===== src/design/tccs_pkg.sv =====
// Shared types and constants for the text console cursor scroller.
// No dependencies; imported by every module of the block.
`default_nettype none

package tccs_pkg;

  // Grid limits; configured sizes are saturated to these
  localparam int unsigned MAX_COLUMNS = 512;
  localparam int unsigned MAX_ROWS    = 256;

  // Field and register widths
  localparam int unsigned COL_CFG_W  = 10;
  localparam int unsigned ROW_CFG_W  = 9;
  localparam int unsigned COL_W      = 9;
  localparam int unsigned ROW_W      = 8;
  localparam int unsigned COLOUR_W   = 24;
  localparam int unsigned CHAR_W     = 8;
  localparam int unsigned CMD_W      = 2;
  localparam int unsigned CFG_IDX_W  = 2;
  localparam int unsigned CFG_DATA_W = 24;

  localparam logic [COL_CFG_W-1:0] COLUMNS_MAX = COL_CFG_W'(MAX_COLUMNS);
  localparam logic [ROW_CFG_W-1:0] ROWS_MAX    = ROW_CFG_W'(MAX_ROWS);

  // Configuration register indexes
  localparam logic [CFG_IDX_W-1:0] REG_COLUMNS     = 2'd0;
  localparam logic [CFG_IDX_W-1:0] REG_ROWS        = 2'd1;
  localparam logic [CFG_IDX_W-1:0] REG_TEXT_COLOUR = 2'd2;

  // Register reset values
  localparam logic [COL_CFG_W-1:0] COLUMNS_RESET = 10'd80;
  localparam logic [ROW_CFG_W-1:0] ROWS_RESET    = 9'd30;
  localparam logic [COLOUR_W-1:0]  WHITE         = 24'hFFFFFF;

  // Renderer commands
  localparam logic [CMD_W-1:0] CMD_DRAW   = 2'd0;
  localparam logic [CMD_W-1:0] CMD_SCROLL = 2'd1;
  localparam logic [CMD_W-1:0] CMD_CLEAR  = 2'd2;

  // Special characters
  localparam logic [CHAR_W-1:0] CH_TAB     = 8'd9;
  localparam logic [CHAR_W-1:0] CH_NEWLINE = 8'd10;
  localparam logic [CHAR_W-1:0] CH_RETURN  = 8'd13;
  localparam logic [CHAR_W-1:0] CH_SPACE   = 8'd32;

  // Last tab repeat index; a tab expands to TAB_LAST+1 spaces (index runs 0..TAB_LAST)
  localparam logic [1:0] TAB_LAST = 2'd3;

  localparam int unsigned QUEUE_DEPTH = 2;

  // Classified request, as queued between front and back
  typedef struct packed {
    logic                is_clear;
    logic                is_newline;
    logic                draws;
    logic [1:0]          last_rep;
    logic [CHAR_W-1:0]   glyph;
    logic [COLOUR_W-1:0] fill;
  } entry_t;

endpackage

`default_nettype wire


===== src/design/text_console_cursor_scroller.sv =====
// Top level of the text console cursor scroller: front end, queue, back end.
// Depends on tccs_pkg, tccs_front, tccs_queue and tccs_back.
`default_nettype none

// Requests are accepted into a two-entry queue whenever it has room, so
// input and output stall independently. While its output register is free,
// the back end produces one renderer command per cycle from the queue head:
// a clear or an ordinary character gives one command, a drawn character that
// forces a scroll gives a scroll, then a draw, and a newline or return that
// forces a scroll gives a scroll only. A tab is handled as four spaces, each
// of which may scroll first. Newline or carriage return without a scroll
// produces no command. The back-end sequencer feeds one output register.
module text_console_cursor_scroller
  import tccs_pkg::*;
(
  input  wire logic                  clk,
  input  wire logic                  rst_n,
  input  wire logic                  cfg_we,
  input  wire logic [CFG_IDX_W-1:0]  cfg_index,
  input  wire logic [CFG_DATA_W-1:0] cfg_wdata,
  input  wire logic                  in_valid,
  output logic                       in_ready,
  input  wire logic                  in_mode,
  input  wire logic [CHAR_W-1:0]     in_char_code,
  input  wire logic [7:0]            in_fill_red,
  input  wire logic [7:0]            in_fill_green,
  input  wire logic [7:0]            in_fill_blue,
  output logic                       out_valid,
  input  wire logic                  out_ready,
  output logic [CMD_W-1:0]           out_command,
  output logic [CHAR_W-1:0]          out_glyph_code,
  output logic [COL_W-1:0]           out_cell_column,
  output logic [ROW_W-1:0]           out_cell_row,
  output logic [COLOUR_W-1:0]        out_colour,
  output logic                       out_last
);

  logic   q_full;
  logic   q_push;
  entry_t q_push_entry;
  logic   q_pop;
  logic   q_valid;
  entry_t q_head;

  tccs_front u_front (
    .in_valid      (in_valid),
    .in_ready      (in_ready),
    .in_mode       (in_mode),
    .in_char_code  (in_char_code),
    .in_fill_red   (in_fill_red),
    .in_fill_green (in_fill_green),
    .in_fill_blue  (in_fill_blue),
    .q_full        (q_full),
    .q_push        (q_push),
    .q_entry       (q_push_entry)
  );

  tccs_queue u_queue (
    .clk        (clk),
    .rst_n      (rst_n),
    .push       (q_push),
    .push_entry (q_push_entry),
    .full       (q_full),
    .pop        (q_pop),
    .head_valid (q_valid),
    .head_entry (q_head)
  );

  tccs_back u_back (
    .clk             (clk),
    .rst_n           (rst_n),
    .cfg_we          (cfg_we),
    .cfg_index       (cfg_index),
    .cfg_wdata       (cfg_wdata),
    .q_valid         (q_valid),
    .q_entry         (q_head),
    .q_pop           (q_pop),
    .out_valid       (out_valid),
    .out_ready       (out_ready),
    .out_command     (out_command),
    .out_glyph_code  (out_glyph_code),
    .out_cell_column (out_cell_column),
    .out_cell_row    (out_cell_row),
    .out_colour      (out_colour),
    .out_last        (out_last)
  );

endmodule

`default_nettype wire


===== src/design/tccs_front.sv =====
// Front end: accepts input requests and classifies them into queue entries.
// Depends on tccs_pkg.
`default_nettype none

module tccs_front
  import tccs_pkg::*;
(
  input  wire logic              in_valid,
  output logic                   in_ready,
  input  wire logic              in_mode,
  input  wire logic [CHAR_W-1:0] in_char_code,
  input  wire logic [7:0]        in_fill_red,
  input  wire logic [7:0]        in_fill_green,
  input  wire logic [7:0]        in_fill_blue,
  input  wire logic              q_full,
  output logic                   q_push,
  output entry_t                 q_entry
);

  logic is_tab;
  logic is_nl;
  logic is_cr;

  assign is_tab = (in_char_code == CH_TAB);
  assign is_nl  = (in_char_code == CH_NEWLINE);
  assign is_cr  = (in_char_code == CH_RETURN);

  // Take a request whenever the queue has room
  assign in_ready = !q_full;
  assign q_push   = in_valid && !q_full;

  // Tab becomes a run of spaces; newline and return draw nothing
  always_comb begin
    q_entry.is_clear   = in_mode;
    q_entry.is_newline = is_nl;
    q_entry.draws      = !(is_nl || is_cr);
    q_entry.last_rep   = (is_tab && !in_mode) ? TAB_LAST : 2'd0;
    q_entry.glyph      = is_tab ? CH_SPACE : in_char_code;
    q_entry.fill       = {in_fill_red, in_fill_green, in_fill_blue};
  end

endmodule

`default_nettype wire


===== src/design/tccs_queue.sv =====
// Small request queue between the front and back ends.
// Depends on tccs_pkg for the entry type and depth.
`default_nettype none

module tccs_queue
  import tccs_pkg::*;
(
  input  wire logic   clk,
  input  wire logic   rst_n,
  input  wire logic   push,
  input  wire entry_t push_entry,
  output logic        full,
  input  wire logic   pop,
  output logic        head_valid,
  output entry_t      head_entry
);

  localparam int unsigned PTR_W = (QUEUE_DEPTH > 1) ? $clog2(QUEUE_DEPTH) : 1;
  localparam int unsigned CNT_W = $clog2(QUEUE_DEPTH + 1);
  localparam logic [PTR_W-1:0] PTR_LAST = PTR_W'(QUEUE_DEPTH - 1);
  localparam logic [CNT_W-1:0] CNT_FULL = CNT_W'(QUEUE_DEPTH);

  entry_t             mem_r [QUEUE_DEPTH];
  logic [PTR_W-1:0]   wr_ptr_r, wr_ptr_nxt;
  logic [PTR_W-1:0]   rd_ptr_r, rd_ptr_nxt;
  logic [CNT_W-1:0]   count_r, count_nxt;
  logic               do_push;
  logic               do_pop;

  assign full       = (count_r == CNT_FULL);
  assign head_valid = (count_r != '0);
  assign head_entry = mem_r[rd_ptr_r];
  assign do_push    = push && !full;
  assign do_pop     = pop && head_valid;

  // Pointer and occupancy update
  always_comb begin
    wr_ptr_nxt = wr_ptr_r;
    rd_ptr_nxt = rd_ptr_r;
    count_nxt  = count_r;
    if (do_push) begin
      wr_ptr_nxt = (wr_ptr_r == PTR_LAST) ? '0 : wr_ptr_r + 1'b1;
    end
    if (do_pop) begin
      rd_ptr_nxt = (rd_ptr_r == PTR_LAST) ? '0 : rd_ptr_r + 1'b1;
    end
    if (do_push && !do_pop) begin
      count_nxt = count_r + 1'b1;
    end else if (!do_push && do_pop) begin
      count_nxt = count_r - 1'b1;
    end
  end

  always_ff @(posedge clk) begin
    if (!rst_n) begin
      wr_ptr_r <= '0;
      rd_ptr_r <= '0;
      count_r  <= '0;
    end else begin
      wr_ptr_r <= wr_ptr_nxt;
      rd_ptr_r <= rd_ptr_nxt;
      count_r  <= count_nxt;
    end
  end

  // Storage, no reset needed
  always_ff @(posedge clk) begin
    if (do_push) begin
      mem_r[wr_ptr_r] <= push_entry;
    end
  end

endmodule

`default_nettype wire


===== src/design/tccs_back.sv =====
// Back end: cursor sequencer, configuration registers and result register.
// Emits one command per cycle while output is free. Depends on tccs_pkg.
`default_nettype none

module tccs_back
  import tccs_pkg::*;
(
  input  wire logic                  clk,
  input  wire logic                  rst_n,
  // configuration
  input  wire logic                  cfg_we,
  input  wire logic [CFG_IDX_W-1:0]  cfg_index,
  input  wire logic [CFG_DATA_W-1:0] cfg_wdata,
  // queue head
  input  wire logic                  q_valid,
  input  wire entry_t                q_entry,
  output logic                       q_pop,
  // results
  output logic                       out_valid,
  input  wire logic                  out_ready,
  output logic [CMD_W-1:0]           out_command,
  output logic [CHAR_W-1:0]          out_glyph_code,
  output logic [COL_W-1:0]           out_cell_column,
  output logic [ROW_W-1:0]           out_cell_row,
  output logic [COLOUR_W-1:0]        out_colour,
  output logic                       out_last
);

  // Configuration registers
  logic [COL_CFG_W-1:0] columns_r;
  logic [ROW_CFG_W-1:0] rows_r;
  logic [COLOUR_W-1:0]  text_colour_r, text_colour_nxt;

  // Cursor state
  logic [COL_W-1:0] col_r, col_nxt;
  logic [ROW_W-1:0] row_r, row_nxt;
  logic             pend_r, pend_nxt;
  logic             phase_r, phase_nxt;   // scroll sent, draw still owed
  logic [1:0]       rep_r, rep_nxt;

  // Result register
  logic                out_valid_r;
  logic [CMD_W-1:0]    cmd_r, cmd_nxt;
  logic [CHAR_W-1:0]   glyph_r, glyph_nxt;
  logic [COL_W-1:0]    ocol_r, ocol_nxt;
  logic [ROW_W-1:0]    orow_r, orow_nxt;
  logic [COLOUR_W-1:0] colour_r, colour_nxt;
  logic                last_r, last_nxt;

  // Step datapath
  logic [COL_CFG_W-1:0] cc;
  logic [ROW_CFG_W-1:0] rr;
  logic [ROW_W-1:0]     last_row;
  logic                 col_wrap;
  logic [COL_W-1:0]     cur_col;
  logic [ROW_CFG_W-1:0] cur_row;
  logic                 past_end;
  logic [COL_CFG_W-1:0] inc_col;
  logic                 inc_wrap;
  logic [COL_W-1:0]     step_col;
  logic [ROW_CFG_W:0]   step_row;
  logic                 scroll;
  logic                 final_rep;
  logic                 slot_free;
  logic                 fire;
  logic                 emit;
  logic                 advance;
  logic [COL_W-1:0]     post_col;
  logic                 post_pend;

  // Saturated grid size
  always_comb begin
    if (columns_r == '0) begin
      cc = COL_CFG_W'(1);
    end else if (columns_r > COLUMNS_MAX) begin
      cc = COLUMNS_MAX;
    end else begin
      cc = columns_r;
    end
    if (rows_r == '0) begin
      rr = ROW_CFG_W'(1);
    end else if (rows_r > ROWS_MAX) begin
      rr = ROWS_MAX;
    end else begin
      rr = rows_r;
    end
  end

  assign last_row = ROW_W'(rr - 1'b1);

  // Stale column wraps; stale row counts as past the last cell
  assign col_wrap = !pend_r && ({1'b0, col_r} >= cc);
  assign cur_col  = col_wrap ? '0 : col_r;
  assign cur_row  = {1'b0, row_r} + ROW_CFG_W'(col_wrap);
  assign past_end = pend_r || (cur_row >= rr);

  // Next cursor without scrolling
  assign inc_col  = {1'b0, cur_col} + 1'b1;
  assign inc_wrap = (inc_col >= cc);
  always_comb begin
    if (q_entry.is_newline) begin
      step_col = '0;
      step_row = {1'b0, cur_row} + 1'b1;
    end else begin
      step_col = inc_wrap ? '0 : inc_col[COL_W-1:0];
      step_row = {1'b0, cur_row} + (ROW_CFG_W+1)'(inc_wrap);
    end
  end
  assign scroll = past_end || (step_row >= {1'b0, rr});

  // Cursor after a scroll and the character at the last row start
  always_comb begin
    if (q_entry.is_newline) begin
      post_col  = '0;
      post_pend = 1'b0;
    end else if (cc == COL_CFG_W'(1)) begin
      post_col  = '0;
      post_pend = 1'b1;
    end else begin
      post_col  = COL_W'(1);
      post_pend = 1'b0;
    end
  end

  assign final_rep = (rep_r == q_entry.last_rep);
  assign slot_free = !out_valid_r || out_ready;
  assign fire      = q_valid && slot_free;

  // Sequencer: one result per cycle while the output slot is free
  always_comb begin
    col_nxt         = col_r;
    row_nxt         = row_r;
    pend_nxt        = pend_r;
    phase_nxt       = phase_r;
    rep_nxt         = rep_r;
    text_colour_nxt = text_colour_r;
    emit            = 1'b0;
    advance         = 1'b0;
    q_pop           = 1'b0;
    cmd_nxt         = cmd_r;
    glyph_nxt       = glyph_r;
    ocol_nxt        = ocol_r;
    orow_nxt        = orow_r;
    colour_nxt      = colour_r;
    last_nxt        = last_r;

    if (fire) begin
      if (q_entry.is_clear) begin
        // clear screen, home cursor, restore white text
        emit            = 1'b1;
        q_pop           = 1'b1;
        cmd_nxt         = CMD_CLEAR;
        glyph_nxt       = '0;
        ocol_nxt        = '0;
        orow_nxt        = '0;
        colour_nxt      = q_entry.fill;
        last_nxt        = 1'b1;
        col_nxt         = '0;
        row_nxt         = '0;
        pend_nxt        = 1'b0;
        phase_nxt       = 1'b0;
        rep_nxt         = '0;
        text_colour_nxt = WHITE;
      end else if (phase_r) begin
        // owed draw at the start of the last row
        emit       = 1'b1;
        advance    = 1'b1;
        cmd_nxt    = CMD_DRAW;
        glyph_nxt  = q_entry.glyph;
        ocol_nxt   = '0;
        orow_nxt   = last_row;
        colour_nxt = text_colour_r;
        last_nxt   = final_rep;
        col_nxt    = post_col;
        row_nxt    = last_row;
        pend_nxt   = post_pend;
        phase_nxt  = 1'b0;
      end else if (scroll) begin
        emit       = 1'b1;
        cmd_nxt    = CMD_SCROLL;
        glyph_nxt  = '0;
        ocol_nxt   = '0;
        orow_nxt   = '0;
        colour_nxt = '0;
        last_nxt   = final_rep && !q_entry.draws;
        if (q_entry.draws) begin
          phase_nxt = 1'b1;
        end else begin
          advance  = 1'b1;
          col_nxt  = post_col;
          row_nxt  = last_row;
          pend_nxt = post_pend;
        end
      end else begin
        // plain step; newline and return emit nothing
        emit       = q_entry.draws;
        advance    = 1'b1;
        cmd_nxt    = CMD_DRAW;
        glyph_nxt  = q_entry.glyph;
        ocol_nxt   = cur_col;
        orow_nxt   = cur_row[ROW_W-1:0];
        colour_nxt = text_colour_r;
        last_nxt   = final_rep;
        col_nxt    = step_col;
        row_nxt    = step_row[ROW_W-1:0];
        pend_nxt   = 1'b0;
      end

      if (advance) begin
        if (final_rep) begin
          q_pop   = 1'b1;
          rep_nxt = '0;
        end else begin
          rep_nxt = rep_r + 1'b1;
        end
      end
    end
  end

  // Control state and configuration
  always_ff @(posedge clk) begin
    if (!rst_n) begin
      columns_r     <= COLUMNS_RESET;
      rows_r        <= ROWS_RESET;
      text_colour_r <= WHITE;
      col_r         <= '0;
      row_r         <= '0;
      pend_r        <= 1'b0;
      phase_r       <= 1'b0;
      rep_r         <= '0;
      out_valid_r   <= 1'b0;
    end else begin
      col_r         <= col_nxt;
      row_r         <= row_nxt;
      pend_r        <= pend_nxt;
      phase_r       <= phase_nxt;
      rep_r         <= rep_nxt;
      // a register write takes the text colour over the sequencer value
      if (cfg_we && (cfg_index == REG_TEXT_COLOUR)) begin
        text_colour_r <= cfg_wdata[COLOUR_W-1:0];
      end else begin
        text_colour_r <= text_colour_nxt;
      end
      if (cfg_we) begin
        case (cfg_index)
          REG_COLUMNS: columns_r <= cfg_wdata[COL_CFG_W-1:0];
          REG_ROWS:    rows_r    <= cfg_wdata[ROW_CFG_W-1:0];
          default: ;
        endcase
      end
      if (emit) begin
        out_valid_r <= 1'b1;
      end else if (out_ready) begin
        out_valid_r <= 1'b0;
      end
    end
  end

  // Result payload
  always_ff @(posedge clk) begin
    if (emit) begin
      cmd_r    <= cmd_nxt;
      glyph_r  <= glyph_nxt;
      ocol_r   <= ocol_nxt;
      orow_r   <= orow_nxt;
      colour_r <= colour_nxt;
      last_r   <= last_nxt;
    end
  end

  assign out_valid       = out_valid_r;
  assign out_command     = cmd_r;
  assign out_glyph_code  = glyph_r;
  assign out_cell_column = ocol_r;
  assign out_cell_row    = orow_r;
  assign out_colour      = colour_r;
  assign out_last        = last_r;

endmodule

`default_nettype wire


===== config.mk =====
export PLATFORM = sky130hd
export DESIGN_NAME = text_console_cursor_scroller
export DESIGN_NICKNAME = d
export VERILOG_FILES = /design/src/design/tccs_pkg.sv /design/src/design/text_console_cursor_scroller.sv /design/src/design/tccs_front.sv /design/src/design/tccs_queue.sv /design/src/design/tccs_back.sv
export SDC_FILE = /design/constraint.sdc
export NUM_CORES = 1
export LEC_CHECK = 0
export ABC_AREA = 1
export ABC_CLOCK_PERIOD_IN_PS = 17250
export BUFFER_PORTS_ARGS = -buffer_cell sky130_fd_sc_hd__buf_4
export CORE_ASPECT_RATIO = 0.7
export CORE_MARGIN = 3
export CORE_UTILIZATION = 55
export CTS_BUF_LIST = sky130_fd_sc_hd__clkbuf_16
export CTS_CLUSTER_SIZE = 40
export DETAILED_ROUTE_END_ITERATION = 16
export PLACE_DENSITY = 0.74
export REMOVE_ABC_BUFFERS = 1
export SLEW_MARGIN = 10
export SYNTH_ARGS = -nofsm -noshare
export SYNTH_HDL_FRONTEND = slang
export SYNTH_HIERARCHICAL = 1
export SYNTH_SLANG_ARGS = --single-unit

===== constraint.sdc =====
create_clock -name clk -period 17.25 [get_ports clk]
set_input_delay 3.45 -clock clk [delete_from_list [all_inputs] [get_ports clk]]
set_output_delay 3.45 -clock clk [all_outputs]
set_load 0.02 [all_outputs]

---- Word level (Yosys, flattened, before mapping) ----
Memories as Yosys holds them, arrays and structs flattened. A register that Yosys moved wholly into a read port is not among the register bits.
Index checks and enable logic that the tools add are counted.
W data, S select, Z words.
storage, ports and cells
  bits in registers ....................... 121
  latch bits .............................. 0
  bits in writable memories ............... 74
  ROM bits ................................ 0
  input port bits ......................... 64
  output and inout bits ................... 54
  word-level logic and storage cells ...... 154
  memories ................................ 1
memories
  memory         words  bits a word  read ports  clocked after Yosys merged registers in  write ports  RTL line          source
  u_queue.mem_r  2      37           1           1                                        1            tccs_queue.sv:23  entry_t mem_r [QUEUE_DEPTH];
operators by class
  add/sub/neg operators ................... 10
  multiply operators ...................... 0
  divide/modulo/power cells ............... 0
  $lt $le $gt $ge ......................... 6
  eq/ne operators ......................... 9
  shift operators ......................... 0
  mux-type cells .......................... 70
  bitwise operators ....................... 0
  reduce and logical (&&, ||, !) cells .... 39
operators with widths
  operator                count
  $mux W24                6
  $mux W9                 10
  $mux W8                 9
  $mux W1                 35
  $mux W10                3
  $eq A8 B4 Y1 const B    3
  $add A9 B1 Y10 const B  2
  $mux W2                 7
  $reduce_and A2 Y1       6
  $reduce_bool A2 Y1      6
  $add A9 B1 Y10          1
  $eq A10 B1 Y1 const B   1
  $ge A10 B10 Y1          1
  $ge A10 B9 Y1           1
  $ge A9 B10 Y1           1
  $gt A10 B10 Y1 const B  1
  $logic_and A1 B1 Y1     10
  $logic_not A10 Y1       1
  $add A8 B1 Y9           1
  $ge A9 B9 Y1            1
  $gt A9 B9 Y1 const B    1
  $logic_not A9 Y1        1
  $logic_not A1 Y1        8
  $sub A8 B1 Y8 const B   1
  11 further kinds        17

---- Longest topological paths before layout ----
Gate-level depths: netlist of the first run.
  depth after elaboration ................. 22
  depth in mapped cells ................... 58
  depth with buffers taken out ............ 58

---- Hierarchy ----
The synthesis of the first run kept the hierarchy.
by module, submodules not included
  module      instances  cells each  area each (um^2)  sequential area each (um^2)
  tccs_back   1          816         6411.1            2862.7
  tccs_queue  1          152         3067.9            2322.2
  tccs_front  1          61          344.1             0.0

---- Least setup slack after synthesis of the first run ----
OpenSTA, ideal clock, no wires.
  path kind ............................... register to register
  start ................................... reg u_back.columns_r[4]
  end ..................................... reg u_back.ocol_r[0] (netlist: u_back/out_cell_column[0]), enable pin
  setup time .............................. 0.406 ns
  arrival ................................. 6.153 ns
  required time ........................... 16.844 ns
  setup slack ............................. 10.691 ns
  stages on the path, launching flop included .. 45
  path buffers ............................ 0
  period minus slack after synthesis ...... 6.559 ns
  cell sequence ........................... dfxtp_1 -> nor2_1 -> nand3_1 -> o21ai_2 -> inv_1 -> nor2_1 -> inv_1 -> ha_1 -> nand2_1 -> nor2_1 -> nand3_1 -> nand4_1 -> nand2_1 -> inv_1 -> nor2_1 -> ha_1 -> inv_1 -> nor2_2 -> [... 9 more ...] -> ha_1 -> nand2_1 -> nor2_1 -> nand2_1 -> nor2_2 -> xor2_1 -> inv_1 -> ha_1 -> nand2_1 -> nor2_1 -> nand4_1 -> nand3_1 -> nor2_1 -> nand3_4 -> nor2_2 -> inv_1 -> o21ai_0 -> inv_1
on the way
  word-level cells in the longest chain between the ends .. 17
  elaborated cells on any way between the ends .. 22
  those cells by class .................... add/sub: 4; order compare: 5; mux: 8; reduce/logical: 5
ends and longest elaborated chain
  element                                 RTL line          source
  start: declaration                      tccs_back.sv:30   logic [COL_CFG_W-1:0] columns_r;
  start signal: assignment                tccs_back.sv:246  REG_COLUMNS: columns_r <= cfg_wdata[COL_CFG_W-1:0];
  $gt A10 B10 Y1                          tccs_back.sv:75   end else if (columns_r > COLUMNS_MAX) begin
  $mux W10                                tccs_back.sv:75
  $mux W10 (*)                            tccs_back.sv:73   if (columns_r == '0) begin
  $ge A9 B10 Y1 (*)                       tccs_back.sv:92   assign col_wrap = !pend_r && ({1'b0, col_r} >= cc);
  $logic_and A1 B1 Y1 (*)                 tccs_back.sv:92
  $mux W9 (*)                             tccs_back.sv:93   assign cur_col = col_wrap ? '0 : col_r;
  named net u_back.cur_col[1]             tccs_back.sv:55   logic [COL_W-1:0] cur_col;
  $add A9 B1 Y10 (*)                      tccs_back.sv:98   assign inc_col = {1'b0, cur_col} + 1'b1;
  [... 3 more ...]                        --
  $ge A10 B9 Y1 (*)                       tccs_back.sv:109  assign scroll = past_end || (step_row >= {1'b0, rr});
  $logic_or A1 B1 Y1 (*)                  tccs_back.sv:109
  $mux W1 (*)                             tccs_back.sv:178  end else if (scroll) begin
  $mux W1 (*)                             tccs_back.sv:164  end else if (phase_r) begin
  $mux W1 (*)                             tccs_back.sv:148  if (q_entry.is_clear) begin
  $mux W1 (*)                             tccs_back.sv:147  if (fire) begin
  named net u_back.emit                   tccs_back.sv:66   logic emit;
  $reduce_and A2 Y1 (no source line) (*)  --
  end signal: assignment                  tccs_back.sv:264  ocol_r <= ocol_nxt;
  end: declaration                        tccs_back.sv:45   logic [COL_W-1:0] ocol_r, ocol_nxt;
The timed path passes the listed nets; every way through them passes the cells marked *.
A chain may end at the register's enable or synchronous reset.

---- Worst setup path in the final report of the first run ----
  start ................................... reg u_back.columns_r[1]
  end ..................................... reg u_back.ocol_r[1] (netlist: u_back/out_cell_column[1]), enable pin
The elaborated chain is that of the path after synthesis.

==> results of run 1 <==
[area by class of cell]
cell class              instances  area share (%)
clock buffers                  17            3.78
flip-flops and latches        196            46.1
repair buffers                120            8.00
clock inverters                15            1.73
inverters                     113            3.77
multi-input cells             662            34.1
well taps                     231            2.57
[state kept, by name, indices dropped and copies added (netlist names), 2 cells and up, named ones only]
register                cells
u_back/columns_r           10
u_back/out_colour          24
u_queue/mem_r              74
u_back/col_r                9
u_back/rows_r               9
u_back/row_r                8
u_back/text_colour_r       24
u_back/out_cell_column      9
u_queue/count_r             2
u_back/rep_r                2
u_back/out_glyph_code       8
u_back/out_cell_row         8
u_back/out_command          2
[per-stage QoR]
step | setup slack [ns] | power (mW) | area [um2] | hold WS, ns | std cells
after floorplan | 10.24 | 1.13 | 9430 | 0.439 | 971
after global placement | 9.53 | 1.36 | 10600 | 0.458 | 1322
after global routing | 8.16 | 1.87 | 11300 | 0.498 | 1354
after CTS | 9.11 | 1.78 | 11300 | 0.484 | 1354
final | 9.02 | 1.77 | 11300 | 0.482 | 1354
after detailed placement | 9.14 | 1.37 | 10600 | 0.465 | 1322
[report_power, final]
group          leakage, nW  internal, mW  total, mW  switching (mW)
Clock                0.304         0.222      0.414           0.192
Combinational         2.96         0.232      0.666           0.433
Sequential            1.75         0.652      0.695          0.0431
Total                 5.02          1.11       1.77           0.669
[worst paths after layout]
path	end	cells after the start	slack (ns)
hold / removal	u_back/col_r[8]	2	0.48
hold reg to reg	u_back/col_r[8]	2	0.48
setup reg to reg	u_back/out_cell_column[1]	45	9.02
setup / recovery	u_back/out_cell_column[1]	45	9.02
[Yosys cell counts (all sizes together), types with 2 or more instances]
cell type	instances
o21ai	43
buf	41
mux2	37
nand2	254
nand4	15
o22ai	28
edfxtp	126
xnor2	7
o21bai	2
inv	112
xor2	11
nor2	107
o211ai	8
nor3	8
nand3	63
clkbuf	17
ha	44
dfxtp	70
nand3b	2
a21oi	26
[worst reg2reg max path: cells and delay by family, from the launching register on]
family                     cells  cell delay (ns)
and+or+nand+nor               26             3.22
DFF                            1             0.34
adders and majority gates      6             1.49
AOI/OAI and AO/OA              3             0.63
xor gates and xnor gates       1             0.16
buffers and inverters          9             2.02
[cell families after synthesis]
logic type / after synthesis
buffers and inverters: 171
AO/OA/AOI/OAI: 113
XOR/XNOR: 18
adder cells (fa/ha/maj): 44
multiplexers: 37
flip-flops: 196
AND/OR/NAND/NOR: 450
[placed cells by master, fill, tap and decap left out, drive strengths merged, types with 2 or more instances in the layout]
cell,instances
nand2,254
edfxtp,126
buf,120
inv,119
nor2,107
dfxtp,70
nand3,63
ha,44
o21ai,43
mux2,37
o22ai,28
a21oi,26
clkbuf,17
nand4,15
xor2,11
o211ai,8
nor3,8
xnor2,7
clkinv,6
bufinv,2
o21bai,2
nand3b,2
[routing by layer]
metal	track usage [%]	vias to the layer above	part of all wire [%]
met1	35.0	3482	47
met2	35.0	275	45
met5	0	-	0
met4	6.39	0	1.1
met3	4.20	18	7.3
li1	-	3589	-
==> flow_metrics.py, run 1 <==
metrics = {
    "outcome": {
        "status": "completed",
    },
    "finish": {
        "fin_util_pct": 65.0,
        "seq_area_um2": 5190,
        "nets": 1218,
        "drive_gt1_share_pct": 20.1,
        "syn2layout_area_growth_pct": 14.6,
        "multi_input_comb_area_um2": 3840,
        "fillers": 1446,
        "antenna_cells": 0,
    },
    "setup_path": {
        "critical_path_class": "reg -> reg",
        "crit_fanout": 28,
        "critPathMaxStageDelay_ns": 0.50,
        "start_kind": "flop",
        "crit_top_cell": "nor2_1",
        "cp-end-kind": "flop",
        "cp.arrival_ns": 8.32,
        "r2r_start": "u_back/columns_r[1]",
        "worst-path-buf-inv": 9,
        "required_ns": 17.34,
        "critPathTopFamily": "simple AND/OR/NAND/NOR gates",
        "startpoint": "u_back/columns_r[1]",
        "crit_slowest_cell": "inv_2",
    },
    "pwr": {
        "p_per_area_nw_per_um2": 158,
        "irDropWorstVdd_mv": 0.0859,
        "leakagePower_nw": 5.02,
    },
    "floorplan": {
        "fp-row-count": 40,
        "dieArea_um2": 19500,
        "die_x_um": 166,
        "fp.dieH_um": 118,
        "io_pins": 118,
        "core_area_um2": 17300,
        "start_util_pct": 56.7,
    },
    "synthesis": {
        "yosys.area.top_type": "edfxtp_1",
        "synth-compound-area-share_pct": 6.67,
        "synth-edff-count": 126,
        "ys.flop_type": "edfxtp_1",
        "synth_area_per_cell_um2": 9.55,
        "synth-xor-area-share_pct": 1.68,
        "synth_cells": 1029,
        "synth_top_cell_area_share_pct": 38.5,
        "synthTopCellsByArea": "edfxtp_1 (39%), dfxtp_1 (14%), nand2_1 (9.6%)",
        "ys_seq_elements": 196,
        "synthMuxAreaShare_pct": 5.39,
        "synth-simple-area-share_pct": 19.5,
        "synth_top_family_by_area": "simple AND/OR/NAND/NOR gates",
        "synth_warnings": 6,
        "synthAdderAreaFrac_pct": 5.60,
        "synth_seq_area_share_pct": 52.8,
        "ys_async_sr_fraction_pct": 0,
        "netlist-cell-type-count": 45,
        "syn_area_um2": 9820,
    },
    "clocking": {
        "insertion_delay_ns": 0.44,
        "cts_setup_buffers": 0,
        "cts_tree": "yes",
        "cts_made_buffers": 17,
        "cts_sinks": 196,
        "path_clk_slew_ns": 0.07,
        "cts_resized": 0,
        "cts_hold_buf": 0,
        "htree_levels": 4,
        "clock-root-buffer": "clkbuf_16",
        "cts_buffer_depth": 2,
    },
    "grt": {
        "grt_pass1_wl_um": 36200,
        "antenna_found_initial": 0,
        "grt_max_degree": 54,
        "grt_overflow": 0,
        "grt.total_usage_pct": 23.3,
        "first_global_vias": 6849,
    },
    "hold_path": {
        "hp-class": "reg -> reg",
        "hp-start": "u_back/col_r[8]",
    },
    "route": {
        "route.detailed.drc": 0,
        "post_drt_wl_per_cell_um": 16.9,
        "antenna_left": 0,
        "routed-via-count": 7364,
        "drt_first_pass_iters": 6,
        "wirelength_um": 22900,
        "drtIter0Drc": 889,
        "viasPerCell": 5.44,
    },
    "timing": {
        "tightest_slew_ns": 1.29,
        "rsz0062_at_grt": "no",
        "min_period_ns": 8.23,
        "hold_viol_final": 0,
        "finClkSkew_ns": 0.0135,
        "worst_slew_margin_rel_pct": 14.1,
        "fmax_ghz": 0.122,
        "slew_viol_final": 0,
        "fin_crit_sh_pct": 47.7,
        "setup_viol": 0,
        "fin_setup_tns_ns": 0,
    },
    "flow_run": {
        "max_cap_violations": 0,
    },
    "place": {
        "io_buffers": 117,
        "dp_hpwl_um": 16000,
        "routabilityCongestion": 0.941,
    },
}
No activity file was read; power rests on OpenSTA's default activity.
==> inputs of run 2 (changes only) <==
ABC_CLOCK_PERIOD_IN_PS = 7900   (was 17250)
clock period = 7.9 ns   (was 17.25 ns; I/O delays follow)
==> run 2 against run 1 <==
- combinational power grew 130%
- largest cell class unchanged
- via count shrank 0.73%
- first-iteration DRC count shrank 25%
- clock power grew 110%
- critical path depth is 2 higher
- critical path type unchanged
- sequential share of layout area down 0.45 points
==> flow_metrics.py, run 2 (synthesis gave the netlist of run 1 again) <==
metrics = {
    "outcome": {
        "status": "completed",
    },
    "timing": {
        "rsz0062_at_grt": "no",
        "worst_slew_margin_rel_pct": 22.3,
        "min_period_ns": 7.31,
        "finClkSkew_ns": 0.0159,
        "tightest_slew_ns": 1.16,
        "hold_viol_final": 0,
        "fmax_ghz": 0.137,
        "slew_viol_final": 0,
        "fin_setup_tns_ns": 0,
        "worst_slack_ns": 0.591,
        "fin_crit_sh_pct": 92.5,
        "setup_viol": 0,
    },
    "finish": {
        "antenna_cells": 0,
        "seq_area_um2": 5190,
        "syn2layout_area_growth_pct": 15.7,
        "regMostFlops": "u_queue/mem_r",
        "final_common_cell": "nand2_1",
        "drive_gt1_share_pct": 21.3,
        "layout_common_cells": "nand2_1 (249), buf_4 (128), edfxtp_1 (126)",
        "fillers": 1404,
        "multi_input_comb_area_um2": 3870,
        "fin_util_pct": 65.7,
        "nets": 1227,
        "largest_reg_flops": 74,
        "layout.cells.non_filler": 1363,
    },
    "setup_path": {
        "timing.rr.end": "u_queue/count_r[1]",
        "critical_path_class": "reg -> reg",
        "startpoint": "u_back/columns_r[3]",
        "r2r_start": "u_back/columns_r[3]",
        "cp-end-kind": "flop",
        "required_ns": 8.27,
        "reg2regPathDepth": 47,
        "cp.arrival_ns": 7.68,
        "crit_slowest_cell": "dfxtp_1",
        "reg2reg_setup_slack_ns": 0.59,
        "crit_fanout": 8,
        "critPathMaxStageDelay_ns": 0.33,
        "start_kind": "flop",
    },
    "clocking": {
        "htree_levels": 4,
        "cts_tree": "yes",
        "cts_buffer_depth": 2,
        "cts_sinks": 196,
        "cts_made_buffers": 17,
        "path_clk_slew_ns": 0.08,
        "insertion_delay_ns": 0.44,
        "clock-root-buffer": "clkbuf_16",
    },
    "route": {
        "viasPerCell": 5.36,
        "drtIter0Drc": 664,
        "route.detailed.drc": 0,
        "post_drt_wl_per_cell_um": 16.8,
        "routed-via-count": 7310,
        "drt_first_pass_iters": 6,
        "antenna_left": 0,
        "wirelength_um": 22900,
    },
    "flow_run": {
        "max_cap_violations": 0,
    },
    "floorplan": {
        "die_x_um": 166,
        "fp-row-count": 40,
        "io_pins": 118,
        "fp.dieH_um": 118,
        "dieArea_um2": 19500,
        "core_area_um2": 17300,
        "start_util_pct": 56.7,
    },
    "place": {
        "routabilityCongestion": 0.973,
        "io_buffers": 117,
        "dp_cells": 1326,
        "dp_slack_ns": 0.291,
        "dp_hpwl_um": 15900,
    },
    "pwr": {
        "leakagePower_nw": 5.06,
        "p_per_area_nw_per_um2": 345,
        "irDropWorstVdd_mv": 0.196,
        "report.power.total_mw": 3.92,
    },
    "grt": {
        "antenna_found_initial": 0,
        "grt_max_degree": 54,
        "grt_overflow": 0,
        "grt.total_usage_pct": 23.3,
        "first_global_vias": 7050,
        "grt_pass1_wl_um": 36400,
    },
    "hold_path": {
        "hp-class": "reg -> reg",
        "hold_path_end": "u_back/row_r[0]",
        "hp-start": "u_back/row_r[0]",
        "hold_depth": 2,
    },
}
==> run 2: cell type report <==
type | instances | share of cell area [%]
flip-flops and latches | 196 | 45.6
multi-input cells | 662 | 34.1
repair buffers | 129 | 8.63
inverters | 113 | 3.76
clock buffers | 17 | 3.74
well taps | 231 | 2.54
clock inverters | 15 | 1.62
==> run 2: how the worst max path moves through the flow <==
stage | slack, ns | end
detailed placement | 0.29 | u_back/out_cell_column[5]
CTS | 0.22 | u_back/out_cell_row[2]
global route | 0.02 | u_queue/count_r[1]
finish | 0.59 | u_queue/count_r[1]
floorplan | 0.89 | u_back/out_cell_column[0]
global placement | 0.57 | u_back/out_cell_column[5]
==> run 2: per-layer routing <==
layer / vias up / share of wire (%) / track usage [%]
met1: 3413 / 48 / 35.0
met5: - / 0 / 0
met3: 19 / 6.6 / 4.40
li1: 3609 / - / -
met2: 269 / 44 / 35.2
met4: 0 / 0.90 / 5.19
==> run 2: critical path: cells and delay by family (launching register included) <==
family                   cells  cell delay [ns]
AND/OR/NAND/NOR             25             2.79
adder cells (fa/ha/maj)      7             1.89
AO/OA/AOI/OAI                7             1.40
buffers and inverters        7             0.55
XOR/XNOR                     1             0.26
flip-flops                   1             0.33
==> run 2: timing repair <==
action,4_1_cts,5_1_grt
hold buffers,0,0
setup endpoints to repair,0,63
buffers inserted,0,5
gates resized for setup,0,12
==> run 2: report_power, final <==
| part | internal, mW | total (mW) | switching (mW) |
|---|---|---|---|
| combinational | 0.547 | 1.53 | 0.979 |
| sequential | 1.42 | 1.52 | 0.0948 |
| clock | 0.457 | 0.882 | 0.425 |
==> run 2: metrics by stage <==
stage / cell area [um2] / hold WS, ns
6_report: 11400 / 0.468
5_1_grt: 11400 / 0.499
4_1_cts: 11300 / 0.468
3_5_place_dp: 10700 / 0.455
3_3_place_gp: 10700 / 0.457
2_1_floorplan: 9430 / 0.439
